File: src/sv/cbse_pkg.sv
// ----------------------------------------------------------------------------
// cbse_pkg
// shared types, widths and helpers of the blocked sparse encoder
// ----------------------------------------------------------------------------
package cbse_pkg;

  localparam int unsigned FIELD_W = 32;   // coordinate and value field width
  localparam int unsigned BC_W    = 31;   // block coordinate field width
  localparam int unsigned OFS_W   = 7;    // element offset field width
  localparam int unsigned NUM_COORDS = 4; // coordinate fields per beat
  localparam int unsigned CFG_W   = 3;    // widest configuration register
  localparam int unsigned CFG_IDX_W = 1;  // configuration register index width
  localparam int unsigned Q_DEPTH = 2;    // entries between front and back

  // configuration register indexes
  localparam logic [CFG_IDX_W-1:0] CFG_BLOCK_BITS = 1'b0;
  localparam logic [CFG_IDX_W-1:0] CFG_MODE_COUNT = 1'b1;

  localparam logic [CFG_W-1:0] BLOCK_BITS_RST = 3'd7;
  localparam logic [CFG_W-1:0] MODE_COUNT_RST = 3'd3;

  localparam logic [FIELD_W-1:0] SAT_MAX = '1;

  typedef struct packed {
    logic [FIELD_W-1:0] coord_0;
    logic [FIELD_W-1:0] coord_1;
    logic [FIELD_W-1:0] coord_2;
    logic [FIELD_W-1:0] coord_3;
    logic [FIELD_W-1:0] nonzero_value;
    logic               last_item;
  } in_beat_t;

  typedef struct packed {
    logic [OFS_W-1:0]   elem_offset_0;
    logic [OFS_W-1:0]   elem_offset_1;
    logic [OFS_W-1:0]   elem_offset_2;
    logic [OFS_W-1:0]   elem_offset_3;
    logic [FIELD_W-1:0] value_out;
    logic               new_block;
    logic [BC_W-1:0]    block_coord_0;
    logic [BC_W-1:0]    block_coord_1;
    logic [BC_W-1:0]    block_coord_2;
    logic [BC_W-1:0]    block_coord_3;
    logic [FIELD_W-1:0] item_position;
    logic [FIELD_W-1:0] max_block_nnz;
  } out_beat_t;

  typedef struct packed {
    logic full;
    logic empty;
  } q_status_t;

  function automatic logic [FIELD_W-1:0] sat_inc(input logic [FIELD_W-1:0] v);
    sat_inc = (v == SAT_MAX) ? v : v + 1'b1;
  endfunction

endpackage

File: src/sv/coo_to_blocked_sparse_encoder.sv
// ----------------------------------------------------------------------------
// coo_to_blocked_sparse_encoder
// blocks a block-sorted coo nonzero stream into block coordinates and offsets
// ----------------------------------------------------------------------------
// datapath: an accepted beat is written into the queue and from there into the
//   result register that drives out_valid; an output stall can hold it between
// throughput: one beat per cycle while the output does not stall; the block
//   compare in the back end is combinational; an output stall reaches in_stall
//   only once the two-entry queue fills
// reset: synchronous active-low; registers return to block_bits 7 and
//   mode_count 3, the stream state clears and the queue empties
// ----------------------------------------------------------------------------
module coo_to_blocked_sparse_encoder #(
  parameter int unsigned MAX_MODES   = 4,
  parameter int unsigned COORD_WIDTH = 32
) (
  input  logic                              clk,
  input  logic                              rst_n,
  // nonzero input beats
  input  logic                              in_valid,
  output logic                              in_stall,
  input  cbse_pkg::in_beat_t                in_beat,
  // blocked result beats
  output logic                              out_valid,
  input  logic                              out_stall,
  output cbse_pkg::out_beat_t               out_beat,
  // register writes
  input  logic                              cfg_we,
  input  logic [cbse_pkg::CFG_IDX_W-1:0]    cfg_index,
  input  logic [cbse_pkg::CFG_W-1:0]        cfg_data
);

  // only as many lanes as there are coordinate fields are ever in use
  localparam int unsigned LANES = (MAX_MODES < cbse_pkg::NUM_COORDS) ?
                                  MAX_MODES : cbse_pkg::NUM_COORDS;
  // the smallest block shift is one bit, so a block coordinate has one bit
  // fewer than the coordinate
  localparam int unsigned BW = COORD_WIDTH - 1;
  // queue entry: last flag, value, lane-active mask, offsets, block coords
  localparam int unsigned EW = 1 + cbse_pkg::FIELD_W + LANES
                               + LANES * cbse_pkg::OFS_W + LANES * BW;

  logic [cbse_pkg::CFG_W-1:0] block_bits_r, block_bits_nxt;
  logic [cbse_pkg::CFG_W-1:0] mode_count_r, mode_count_nxt;

  cbse_pkg::q_status_t q_status;
  logic                q_push;
  logic                q_pop;
  logic [EW-1:0]       q_wdata;
  logic [EW-1:0]       q_rdata;

  // register file: the user must write it only while the block is idle; the block itself does not enforce this
  always_comb begin
    block_bits_nxt = block_bits_r;
    mode_count_nxt = mode_count_r;
    if (cfg_we) begin
      case (cfg_index)
        cbse_pkg::CFG_BLOCK_BITS: block_bits_nxt = cfg_data;
        cbse_pkg::CFG_MODE_COUNT: mode_count_nxt = cfg_data;
        default: ;
      endcase
    end
  end

  always_ff @(posedge clk) begin
    if (!rst_n) begin
      block_bits_r <= cbse_pkg::BLOCK_BITS_RST;
      mode_count_r <= cbse_pkg::MODE_COUNT_RST;
    end else begin
      block_bits_r <= block_bits_nxt;
      mode_count_r <= mode_count_nxt;
    end
  end

  // front: coordinate split into block coordinate and element offset
  cbse_front #(
    .LANES   (LANES),
    .COORD_W (COORD_WIDTH),
    .EW      (EW)
  ) u_front (
    .in_valid   (in_valid),
    .in_stall   (in_stall),
    .in_beat    (in_beat),
    .block_bits (block_bits_r),
    .mode_count (mode_count_r),
    .q_status   (q_status),
    .q_push     (q_push),
    .q_data     (q_wdata)
  );

  // decoupling queue between front and back
  cbse_queue #(
    .WIDTH (EW)
  ) u_queue (
    .clk       (clk),
    .rst_n     (rst_n),
    .push      (q_push),
    .push_data (q_wdata),
    .pop       (q_pop),
    .pop_data  (q_rdata),
    .status    (q_status)
  );

  // back: block compare, counters and the result register
  cbse_back #(
    .LANES   (LANES),
    .COORD_W (COORD_WIDTH),
    .EW      (EW)
  ) u_back (
    .clk       (clk),
    .rst_n     (rst_n),
    .q_status  (q_status),
    .q_data    (q_rdata),
    .q_pop     (q_pop),
    .out_valid (out_valid),
    .out_stall (out_stall),
    .out_beat  (out_beat)
  );

endmodule

File: src/sv/cbse_queue.sv
// ----------------------------------------------------------------------------
// cbse_queue
// short fifo between the classifying front and the block tracking back
// ----------------------------------------------------------------------------
module cbse_queue #(
  parameter int unsigned WIDTH = 8
) (
  input  logic                clk,
  input  logic                rst_n,
  input  logic                push,
  input  logic [WIDTH-1:0]    push_data,
  input  logic                pop,
  output logic [WIDTH-1:0]    pop_data,
  output cbse_pkg::q_status_t status
);

  localparam int unsigned PTR_W = (cbse_pkg::Q_DEPTH > 1) ? $clog2(cbse_pkg::Q_DEPTH) : 1;
  localparam int unsigned CNT_W = $clog2(cbse_pkg::Q_DEPTH + 1);
  localparam logic [PTR_W-1:0] LAST_PTR = PTR_W'(cbse_pkg::Q_DEPTH - 1);
  localparam logic [CNT_W-1:0] FULL_CNT = CNT_W'(cbse_pkg::Q_DEPTH);

  logic [WIDTH-1:0] mem [cbse_pkg::Q_DEPTH];
  logic [PTR_W-1:0] wr_ptr_r, wr_ptr_nxt;
  logic [PTR_W-1:0] rd_ptr_r, rd_ptr_nxt;
  logic [CNT_W-1:0] cnt_r, cnt_nxt;

  always_comb begin
    wr_ptr_nxt = wr_ptr_r;
    rd_ptr_nxt = rd_ptr_r;
    cnt_nxt    = cnt_r;
    if (push) begin
      wr_ptr_nxt = (wr_ptr_r == LAST_PTR) ? '0 : wr_ptr_r + 1'b1;
    end
    if (pop) begin
      rd_ptr_nxt = (rd_ptr_r == LAST_PTR) ? '0 : rd_ptr_r + 1'b1;
    end
    if (push && !pop) begin
      cnt_nxt = cnt_r + 1'b1;
    end else if (pop && !push) begin
      cnt_nxt = cnt_r - 1'b1;
    end
  end

  always_ff @(posedge clk) begin
    if (!rst_n) begin
      wr_ptr_r <= '0;
      rd_ptr_r <= '0;
      cnt_r    <= '0;
    end else begin
      wr_ptr_r <= wr_ptr_nxt;
      rd_ptr_r <= rd_ptr_nxt;
      cnt_r    <= cnt_nxt;
    end
  end

  always_ff @(posedge clk) begin
    if (push) begin
      mem[wr_ptr_r] <= push_data;
    end
  end

  assign pop_data     = mem[rd_ptr_r];
  assign status.full  = (cnt_r == FULL_CNT);
  assign status.empty = (cnt_r == '0);

endmodule

File: src/sv/cbse_front.sv
// ----------------------------------------------------------------------------
// cbse_front
// accepts nonzero beats and splits coordinates into block and offset parts
// ----------------------------------------------------------------------------
module cbse_front #(
  parameter int unsigned LANES   = 4,
  parameter int unsigned COORD_W = 32,
  parameter int unsigned EW      = 8
) (
  input  logic                          in_valid,
  output logic                          in_stall,
  input  cbse_pkg::in_beat_t            in_beat,
  input  logic [cbse_pkg::CFG_W-1:0]    block_bits,
  input  logic [cbse_pkg::CFG_W-1:0]    mode_count,
  input  cbse_pkg::q_status_t           q_status,
  output logic                          q_push,
  output logic [EW-1:0]                 q_data
);

  localparam int unsigned BW = COORD_W - 1;

  logic [cbse_pkg::FIELD_W-1:0]      coord [cbse_pkg::NUM_COORDS];
  logic [cbse_pkg::CFG_W-1:0]        shift;
  logic [cbse_pkg::OFS_W-1:0]        ofs_mask;
  logic [LANES-1:0]                  active;
  logic [LANES-1:0][BW-1:0]          bc;
  logic [LANES-1:0][cbse_pkg::OFS_W-1:0] eo;

  assign coord[0] = in_beat.coord_0;
  assign coord[1] = in_beat.coord_1;
  assign coord[2] = in_beat.coord_2;
  assign coord[3] = in_beat.coord_3;

  // a zero block size behaves as one bit
  assign shift    = (block_bits == '0) ? cbse_pkg::CFG_W'(1) : block_bits;
  assign ofs_mask = cbse_pkg::OFS_W'((8'd1 << shift) - 8'd1);

  for (genvar g = 0; g < LANES; g++) begin : g_lane
    logic [COORD_W-1:0] c;
    assign c         = coord[g][COORD_W-1:0];
    // lane 0 always in use, others while mode_count reaches past them
    assign active[g] = (g == 0) || (mode_count > cbse_pkg::CFG_W'(g));
    assign bc[g]     = active[g] ? BW'(c >> shift) : '0;
    assign eo[g]     = active[g] ? (c[cbse_pkg::OFS_W-1:0] & ofs_mask) : '0;
  end

  assign in_stall = q_status.full;
  assign q_push   = in_valid && !q_status.full;
  assign q_data   = {in_beat.last_item, in_beat.nonzero_value, active, eo, bc};

endmodule

File: src/sv/cbse_back.sv
// ----------------------------------------------------------------------------
// cbse_back
// block compare, position and count tracking, result register
// ----------------------------------------------------------------------------
module cbse_back #(
  parameter int unsigned LANES   = 4,
  parameter int unsigned COORD_W = 32,
  parameter int unsigned EW      = 8
) (
  input  logic                   clk,
  input  logic                   rst_n,
  input  cbse_pkg::q_status_t    q_status,
  input  logic [EW-1:0]          q_data,
  output logic                   q_pop,
  output logic                   out_valid,
  input  logic                   out_stall,
  output cbse_pkg::out_beat_t    out_beat
);

  localparam int unsigned BW = COORD_W - 1;

  logic                                  last;
  logic [cbse_pkg::FIELD_W-1:0]          value;
  logic [LANES-1:0]                      active;
  logic [LANES-1:0][cbse_pkg::OFS_W-1:0] eo;
  logic [LANES-1:0][BW-1:0]              bc;

  logic [LANES-1:0][BW-1:0]     prior_r, prior_nxt;
  logic                         first_r, first_nxt;
  logic [cbse_pkg::FIELD_W-1:0] pos_r, pos_nxt;
  logic [cbse_pkg::FIELD_W-1:0] cnt_r, cnt_nxt;
  logic [cbse_pkg::FIELD_W-1:0] max_r, max_nxt;
  logic                         out_valid_r, out_valid_nxt;
  cbse_pkg::out_beat_t          out_beat_r, out_beat_nxt;

  logic [LANES-1:0]             lane_diff;
  logic                         opens;
  logic [cbse_pkg::FIELD_W-1:0] cnt_upd, max_upd;
  logic [cbse_pkg::BC_W-1:0]    bc_ext [cbse_pkg::NUM_COORDS];
  logic [cbse_pkg::OFS_W-1:0]   eo_ext [cbse_pkg::NUM_COORDS];

  assign {last, value, active, eo, bc} = q_data;

  for (genvar g = 0; g < LANES; g++) begin : g_cmp
    assign lane_diff[g] = active[g] && (bc[g] != prior_r[g]);
  end

  for (genvar g = 0; g < cbse_pkg::NUM_COORDS; g++) begin : g_ext
    if (g < LANES) begin : g_used
      assign bc_ext[g] = cbse_pkg::BC_W'(bc[g]);
      assign eo_ext[g] = eo[g];
    end else begin : g_unused
      assign bc_ext[g] = '0;
      assign eo_ext[g] = '0;
    end
  end

  assign q_pop   = !q_status.empty && (!out_valid_r || !out_stall);
  assign opens   = first_r || (|lane_diff);
  assign cnt_upd = opens ? cbse_pkg::FIELD_W'(1) : cbse_pkg::sat_inc(cnt_r);
  assign max_upd = (cnt_upd > max_r) ? cnt_upd : max_r;

  always_comb begin
    prior_nxt     = prior_r;
    first_nxt     = first_r;
    pos_nxt       = pos_r;
    cnt_nxt       = cnt_r;
    max_nxt       = max_r;
    out_beat_nxt  = out_beat_r;
    out_valid_nxt = out_valid_r && out_stall;
    if (q_pop) begin
      out_valid_nxt              = 1'b1;
      out_beat_nxt.elem_offset_0 = eo_ext[0];
      out_beat_nxt.elem_offset_1 = eo_ext[1];
      out_beat_nxt.elem_offset_2 = eo_ext[2];
      out_beat_nxt.elem_offset_3 = eo_ext[3];
      out_beat_nxt.value_out     = value;
      out_beat_nxt.new_block     = opens;
      out_beat_nxt.block_coord_0 = bc_ext[0];
      out_beat_nxt.block_coord_1 = bc_ext[1];
      out_beat_nxt.block_coord_2 = bc_ext[2];
      out_beat_nxt.block_coord_3 = bc_ext[3];
      out_beat_nxt.item_position = pos_r;
      out_beat_nxt.max_block_nnz = max_upd;
      if (last) begin
        // end of tensor: stream state back to its reset values
        prior_nxt = '0;
        first_nxt = 1'b1;
        pos_nxt   = '0;
        cnt_nxt   = '0;
        max_nxt   = '0;
      end else begin
        if (opens) begin
          prior_nxt = bc;
        end
        first_nxt = 1'b0;
        pos_nxt   = cbse_pkg::sat_inc(pos_r);
        cnt_nxt   = cnt_upd;
        max_nxt   = max_upd;
      end
    end
  end

  always_ff @(posedge clk) begin
    if (!rst_n) begin
      prior_r     <= '0;
      first_r     <= 1'b1;
      pos_r       <= '0;
      cnt_r       <= '0;
      max_r       <= '0;
      out_valid_r <= 1'b0;
    end else begin
      prior_r     <= prior_nxt;
      first_r     <= first_nxt;
      pos_r       <= pos_nxt;
      cnt_r       <= cnt_nxt;
      max_r       <= max_nxt;
      out_valid_r <= out_valid_nxt;
    end
  end

  always_ff @(posedge clk) begin
    out_beat_r <= out_beat_nxt;
  end

  assign out_valid = out_valid_r;
  assign out_beat  = out_beat_r;

  // running maximum never trails the current block count
  a_max_covers_cnt: assert property (@(posedge clk) disable iff (!rst_n)
    max_r >= cnt_r) else $error("block max below current count");

  // inside a stream the current block holds at least one nonzero
  a_cnt_nonzero: assert property (@(posedge clk) disable iff (!rst_n)
    !first_r |-> (cnt_r != '0)) else $error("open block with zero count");

  // the first beat of a stream always opens a block
  a_first_opens: assert property (@(posedge clk) disable iff (!rst_n)
    (q_pop && first_r) |=> (out_valid_r && out_beat_r.new_block))
    else $error("first beat did not open a block");

  // a last beat returns the stream state to its start
  a_last_clears: assert property (@(posedge clk) disable iff (!rst_n)
    (q_pop && last) |=> (first_r && (pos_r == '0) && (max_r == '0)))
    else $error("stream state not cleared after last beat");

endmodule

File: config.mk
export PLATFORM = sky130hd
export DESIGN_NAME = coo_to_blocked_sparse_encoder
export DESIGN_NICKNAME = d
export VERILOG_FILES = /design/src/sv/cbse_pkg.sv /design/src/sv/coo_to_blocked_sparse_encoder.sv /design/src/sv/cbse_queue.sv /design/src/sv/cbse_front.sv /design/src/sv/cbse_back.sv
export SDC_FILE = /design/constraint.sdc
export NUM_CORES = 1
export LEC_CHECK = 0
export BUFFER_PORTS_ARGS = -buffer_cell sky130_fd_sc_hd__buf_2
export CORE_MARGIN = 4
export CORE_UTILIZATION = 48
export CTS_CLUSTER_DIAMETER = 100
export DETAILED_ROUTE_END_ITERATION = 10
export PLACE_DENSITY = 0.74
export SETUP_SLACK_MARGIN = 0.1
export SYNTH_ARGS = -nofsm -noshare
export SYNTH_HDL_FRONTEND = slang
export SYNTH_SLANG_ARGS = --single-unit
File: constraint.sdc
create_clock -name clk -period 23.8 [get_ports clk]
set_input_delay 2.38 -clock clk [delete_from_list [all_inputs] [get_ports clk]]
set_output_delay 2.38 -clock clk [all_outputs]
set_load 0.02 [all_outputs]
Word level (Yosys, flattened, before mapping). Memory sizes are Yosys's and may differ from the RTL's. A register that Yosys moved wholly into a read port is not among the register bits. Cells that the tools add are included. W data, S select, Z words.

Memories: 1. Word-level logic and storage cells: 108. Bits in registers: 481. Output and inout port bits: 251. Bits in writable memories: 376.

Memories: u_queue.mem (depth 2, bits a word 188, read ports 1, clocked after memory_dff 1, write ports 1, line cbse_queue.sv:22) `logic [WIDTH-1:0] mem [cbse_pkg::Q_DEPTH];`.

Order comparisons: 4. Muxes and demuxes: 26. Add/subtract/negate cells: 7. Bitwise operators: 5. Reduce and logical (&&, ||, !) cells: 26. Shift-type cells: 5. Eq/ne operators: 8.

Operator list (number): $mux W124 (2); $mux W32 (7); $shr A32 B3 Y31 (4); $ne A31 B31 Y1 (4); $mux W31 (3); $add A32 B1 Y32 const B (2); $eq A32 B32 Y1 const B (2); $gt A32 B32 Y1 (1); $and A7 B7 Y7 (4); $mux W7 (3); $logic_and A1 B1 Y1 (8); $mux W1 (8); $reduce_and A2 Y1 (4); $shl A1 B3 Y7 const A (1); $sub A7 B1 Y7 const B (1); $gt A3 B2 Y1 const B (2); $logic_not A1 Y1 (6); $mux W2 (2); $reduce_bool A2 Y1 (2); $reduce_or A4 Y1 (1); $gt A3 B1 Y1 const B (1); $logic_not A3 Y1 (1); $mux W3 (1); $add A1 B1 Y1 const B (2); other kinds (8) (9).

Logic depth before layout (Yosys ltp).
Depth in word-level cells: 8. Mapped depth: 24.

By module. From an unflattened synthesis, not the netlist that was laid out.

Cell total of the unflattened synthesis: 3339. Area total of the unflattened synthesis: 40358.7 µm².

By module, submodules not included: cbse_back (times used 1, area an instance 19986.7 µm², cells each 1825); cbse_queue (times used 1, area an instance 14263.7 µm², cells each 610); cbse_front (times used 1, area an instance 5858.1 µm², cells each 878); coo_to_blocked_sparse_encoder (times used 1, area an instance 250.2 µm², cells each 26).

Worst setup path after synthesis. OpenSTA, ideal clock, no wires.

Kind: input-to-reg. Start: in in_valid. End: mem u_queue.mem[0][0] (netlist bit) (enable). Data arrival time: 10.274 ns. Cell stages on the path: 2. Setup time: 0.740 ns. Path slack: 12.787 ns. Data required time: 23.060 ns. Path through: nand2_1 > nor2_1.

Cells in the longest elaborated chain, start to end: 3.

RTL lines: from (decl) (line coo_to_blocked_sparse_encoder.sv:20) `input logic in_valid,`; $logic_and A1 B1 Y1 (line cbse_front.sv:48) `assign q_push = in_valid && !q_status.full;`; $mux W1 (line cbse_queue.sv:57) `if (push) begin`; $mux W1 (implied by the code) (line cbse_queue.sv:58) `mem[wr_ptr_r] <= push_data;`; to (decl) (line cbse_queue.sv:22).

Every way passes these cells.

==> metrics.csv <==
stage,metric,value,unit
logic_synthesis,synth_edf_count,625,
global_route,track_usage,22.1,%
sta,maxSlewViolCount,0,
finish,area_delta_synth_final,16.7,%
sta,timing.final.crit_period,8.00,ns
placement,dp.cells,4080,
finish,fin_util,56.4,%
worst_setup_path,path_depth,19,
routing,finalWirelength,91.8,mm
floorplanning,dieArea,0.0810,mm^2
worst_setup_path,required,24.35,ns
floorplanning,core,0.0759,mm^2
placement,place.detailed.hpwl,62.5,mm
sta,rsz0062_at_grt,no,
worst_setup_path,path_class,reg2reg,
clock_network,path_clk_slew,0.06,ns
sta,fin_skew,0.0318,ns
sta,period_share,33.6,%
logic_synthesis,ys_ff_latch,858,
routing,wl_per_cell,21.5,um
worst_hold_path,worstHoldStart,u_back.max_r[4],
worst_setup_path,cp_num_buf_inv,3,
worst_setup_path,worst_setup_path_end_kind,register,
routing,via_per_inst,5.50,
worst_setup_path,crit_arrival,8.55,ns
global_route,overflow,0,
logic_synthesis,synth-async-reset-ratio,0,%
finish,stdcell_count,4260,
clock_network,clockBufferDepth,3,
worst_setup_path,crit_slowest_cell,or3_1,
worst_setup_path,reg2regPathDepth,19,
worst_hold_path,holdPathEnd,u_back.max_r[4],
power,power,4.90,mW
floorplanning,num_rows,101,
clock_network,cts_setup_buffers,0,
routing,first_iter_violations,1876,
sta,tightest_slew,1.24,ns
clock_network,cts-root-buf,clkbuf_16,
logic_synthesis,yosys_warnings,0,
logic_synthesis,syn-num-nets,2959,
finish,finalNetCount,3347,
job,max_cap_viol_count,0,
logic_synthesis,ys.flop_type,edfxtp_1,
worst_hold_path,min_path_cells,2,
floorplanning,chipWidth,285,um
clock_network,cts_hold_buf,0,
sta,finalSetupViolCount,0,
power,p_leak,17.4,nW
worst_setup_path,path_cells,buf_4 -> buf_4 -> mux2_2 -> xor2_1 -> nor4_1 -> nand4_1 -> o221ai_1 -> nand4_4 -> buf_4 -> nor2_1 -> ha_1 -> nand4_1 -> nor4_1 -> nand4_1 -> nor3_1 -> nor4_1 -> or2_2 -> or3_1 -> o21ai_0,
clock_network,clkLatencyLatePin,0.65,ns
clock_network,cts-htree-levels,3,
sta,finalHoldViolCount,0,
logic_synthesis,synth_cells,2753,
routing,first_pass_iters,5,
clock_network,cts_made_buffers,89,
floorplanning,die_y,285,um
global_route,grt_pass1_wl,139,mm
power,irDropWorstVdd,0.0661,mV
floorplanning,pin_count,421,
worst_setup_path,r2r_slack,15.80,ns
sta,tns,0,ns
global_route,grt_max_degree,79,
worst_hold_path,hp-class,reg2reg,
logic_synthesis,avgSynthCellArea,13.3,um^2
finish,drive_gt1_share,24.9,%
worst_setup_path,cp_top_family,simple AND/OR/NAND/NOR gates,
worst_setup_path,critPathMaxStageDelay,0.90,ns
floorplanning,initial_utilization,48.4,%
sta,relSlewSlack,17.4,%
clock_network,cts_tree,built,
placement,port_buffers,420,
clock_network,cts.sinks,858,
worst_setup_path,r2r_end,u_back.max_r[31],
logic_synthesis,synth_cell_type_count,54,
logic_synthesis,yosysSeqAreaShare,63.8,%
sta,fmax,125,MHz
clock_network,cts_resized,0,
power,power_per_cell_area,114,mW/mm^2
placement,place_congestion,0.852,
run_status,status,completed,
worst_setup_path,startpoint_type,register,
routing,drc,0,
worst_setup_path,cp_max_fo,78,
global_route,antenna_found_initial,29,
routing,ant_nets,0,
global_route,grt_pass1_vias,23200,
routing,num_vias,23400,
logic_synthesis,netlist_area,0.0367,mm^2
-- per-stage QoR --
step	area, um^2	hold slack, ns	setup slack [ns]
2_1_floorplan	36700	0.423	12.79
3_3_place_gp	39700	0.449	15.92
3_5_place_dp	39700	0.456	15.82
4_1_cts	42800	0.464	15.80
5_1_grt	42800	0.481	15.29
6_report	42900	0.460	15.80
-- layer usage --
layer  up-vias  routed length (um)  GRT usage, %
met5         -                 140             0
met4        24                2720          7.39
met3       163                8040          6.05
met2       795               42000          34.7
met1     11500               38900          29.9
li1      11000                   -             -
-- kinds of logic after synthesis --
logic type / count (synthesis) / synth area share, %
DFF: 858 / 63.8
and+or+nand+nor: 642 / 8.32
muxes: 445 / 12.8
AOI/OAI and AO/OA: 371 / 7.00
buffers and inverters: 218 / 2.53
xor gates and xnor gates: 182 / 4.34
adders and majority gates: 36 / 1.23
other: 1 / 0.0102
-- registers in the layout (all words and copies together), names as in the netlist, named ones only --
register	flops
u_queue.rd_ptr_r	1
mode_count_r	3
u_queue.mem	376
u_back.pos_r	32
u_back.max_r	32
u_back.first_r	1
u_back.prior_r	124
u_back.cnt_r	32
u_back.out_valid	1
u_queue.wr_ptr_r	1
block_bits_r	3
u_queue.cnt_r	2
u_back.out_beat	249
-- Yosys cell counts (all sizes together) (5+ instances only) --
| master | instances | share of area [%] |
|---|---|---|
| nor3 | 14 | 0.19 |
| buf | 74 | 1.1 |
| mux2 | 192 | 5.9 |
| a22o | 124 | 3.0 |
| edfxtp | 625 | 51 |
| ha | 36 | 1.2 |
| and3 | 34 | 0.58 |
| nand4 | 33 | 0.58 |
| a211oi | 14 | 0.29 |
| clkbuf | 78 | 0.80 |
| nor4 | 41 | 0.70 |
| a22oi | 7 | 0.14 |
| nand2 | 264 | 2.7 |
| a21boi | 5 | 0.10 |
| or3 | 8 | 0.14 |
| and2 | 25 | 0.43 |
| dfxtp | 233 | 13 |
| xor2 | 139 | 3.3 |
| a21oi | 79 | 1.1 |
| nor2 | 122 | 1.2 |
| xnor2 | 43 | 1.0 |
| a21o | 16 | 0.33 |
| nor4bb | 6 | 0.16 |
| mux2i | 253 | 6.9 |
| nand3 | 34 | 0.46 |
| nand2b | 10 | 0.17 |
| o31ai | 30 | 0.61 |
| inv | 66 | 0.67 |
| nor2b | 31 | 0.53 |
| o21ai | 75 | 1.0 |
| o21a | 5 | 0.10 |
| and4 | 9 | 0.21 |
-- worst max path at each step --
stage                        start                end  slack (ns)
after floorplan           in_valid  u_queue.mem[0][0]       12.79
after global placement    register   u_back.max_r[31]       15.92
after detailed placement  register    u_back.max_r[7]       15.82
after CTS                 register    u_back.max_r[7]       15.80
after global routing      register    u_back.max_r[5]       15.29
final                     register   u_back.max_r[31]       15.80
-- worst register-to-register path, stage by stage, from the launching register on --
cell	delay, ns
dfxtp_4	0.65
buf_4	0.76
buf_4	0.83
mux2_2	0.60
xor2_1	0.16
nor4_1	0.49
nand4_1	0.25
o221ai_1	0.30
nand4_4	0.12
buf_4	0.38
nor2_1	0.28
ha_1	0.18
nand4_1	0.13
nor4_1	0.45
nand4_1	0.23
nor3_1	0.26
nor4_1	0.10
or2_2	0.50
or3_1	0.90
o21ai_0	0.36
-- where the power goes --
part | total [mW] | leakage, nW | internal [mW] | switching [mW]
logic | 1.27 | 8.07 | 0.407 | 0.859
registers | 2.18 | 7.85 | 2.04 | 0.140
clock network | 1.46 | 1.50 | 0.865 | 0.591
total | 4.90 | 17.4 | 3.31 | 1.59
-- layout make-up --
cell class,instances,area (um^2)
flip-flops and latches,858,23400
fillers,6127,33100
well taps,1030,1290
inverters,66,258
multi-input cells,1677,12400
clock buffers,118,2490
clock inverters,50,618
repair buffers,449,2320
diodes,12,30.0
-- cells in the final DEF, fill, tap and decap left out, types with 31 or more instances in the layout --
cell type,instances
edfxtp_1,625
buf_2,420
nand2_1,263
mux2i_1,253
dfxtp_1,230
mux2_2,192
xor2_1,139
a22o_1,124
nor2_1,120
clkbuf_16,92
a21oi_1,78
inv_1,64
xnor2_1,43
o21ai_0,42
nor4_1,41
ha_1,36
nand3_1,34
and3_1,33
nand4_1,32
o21ai_1,31
nor2b_1,31
(Power assumes the default switching activity.)
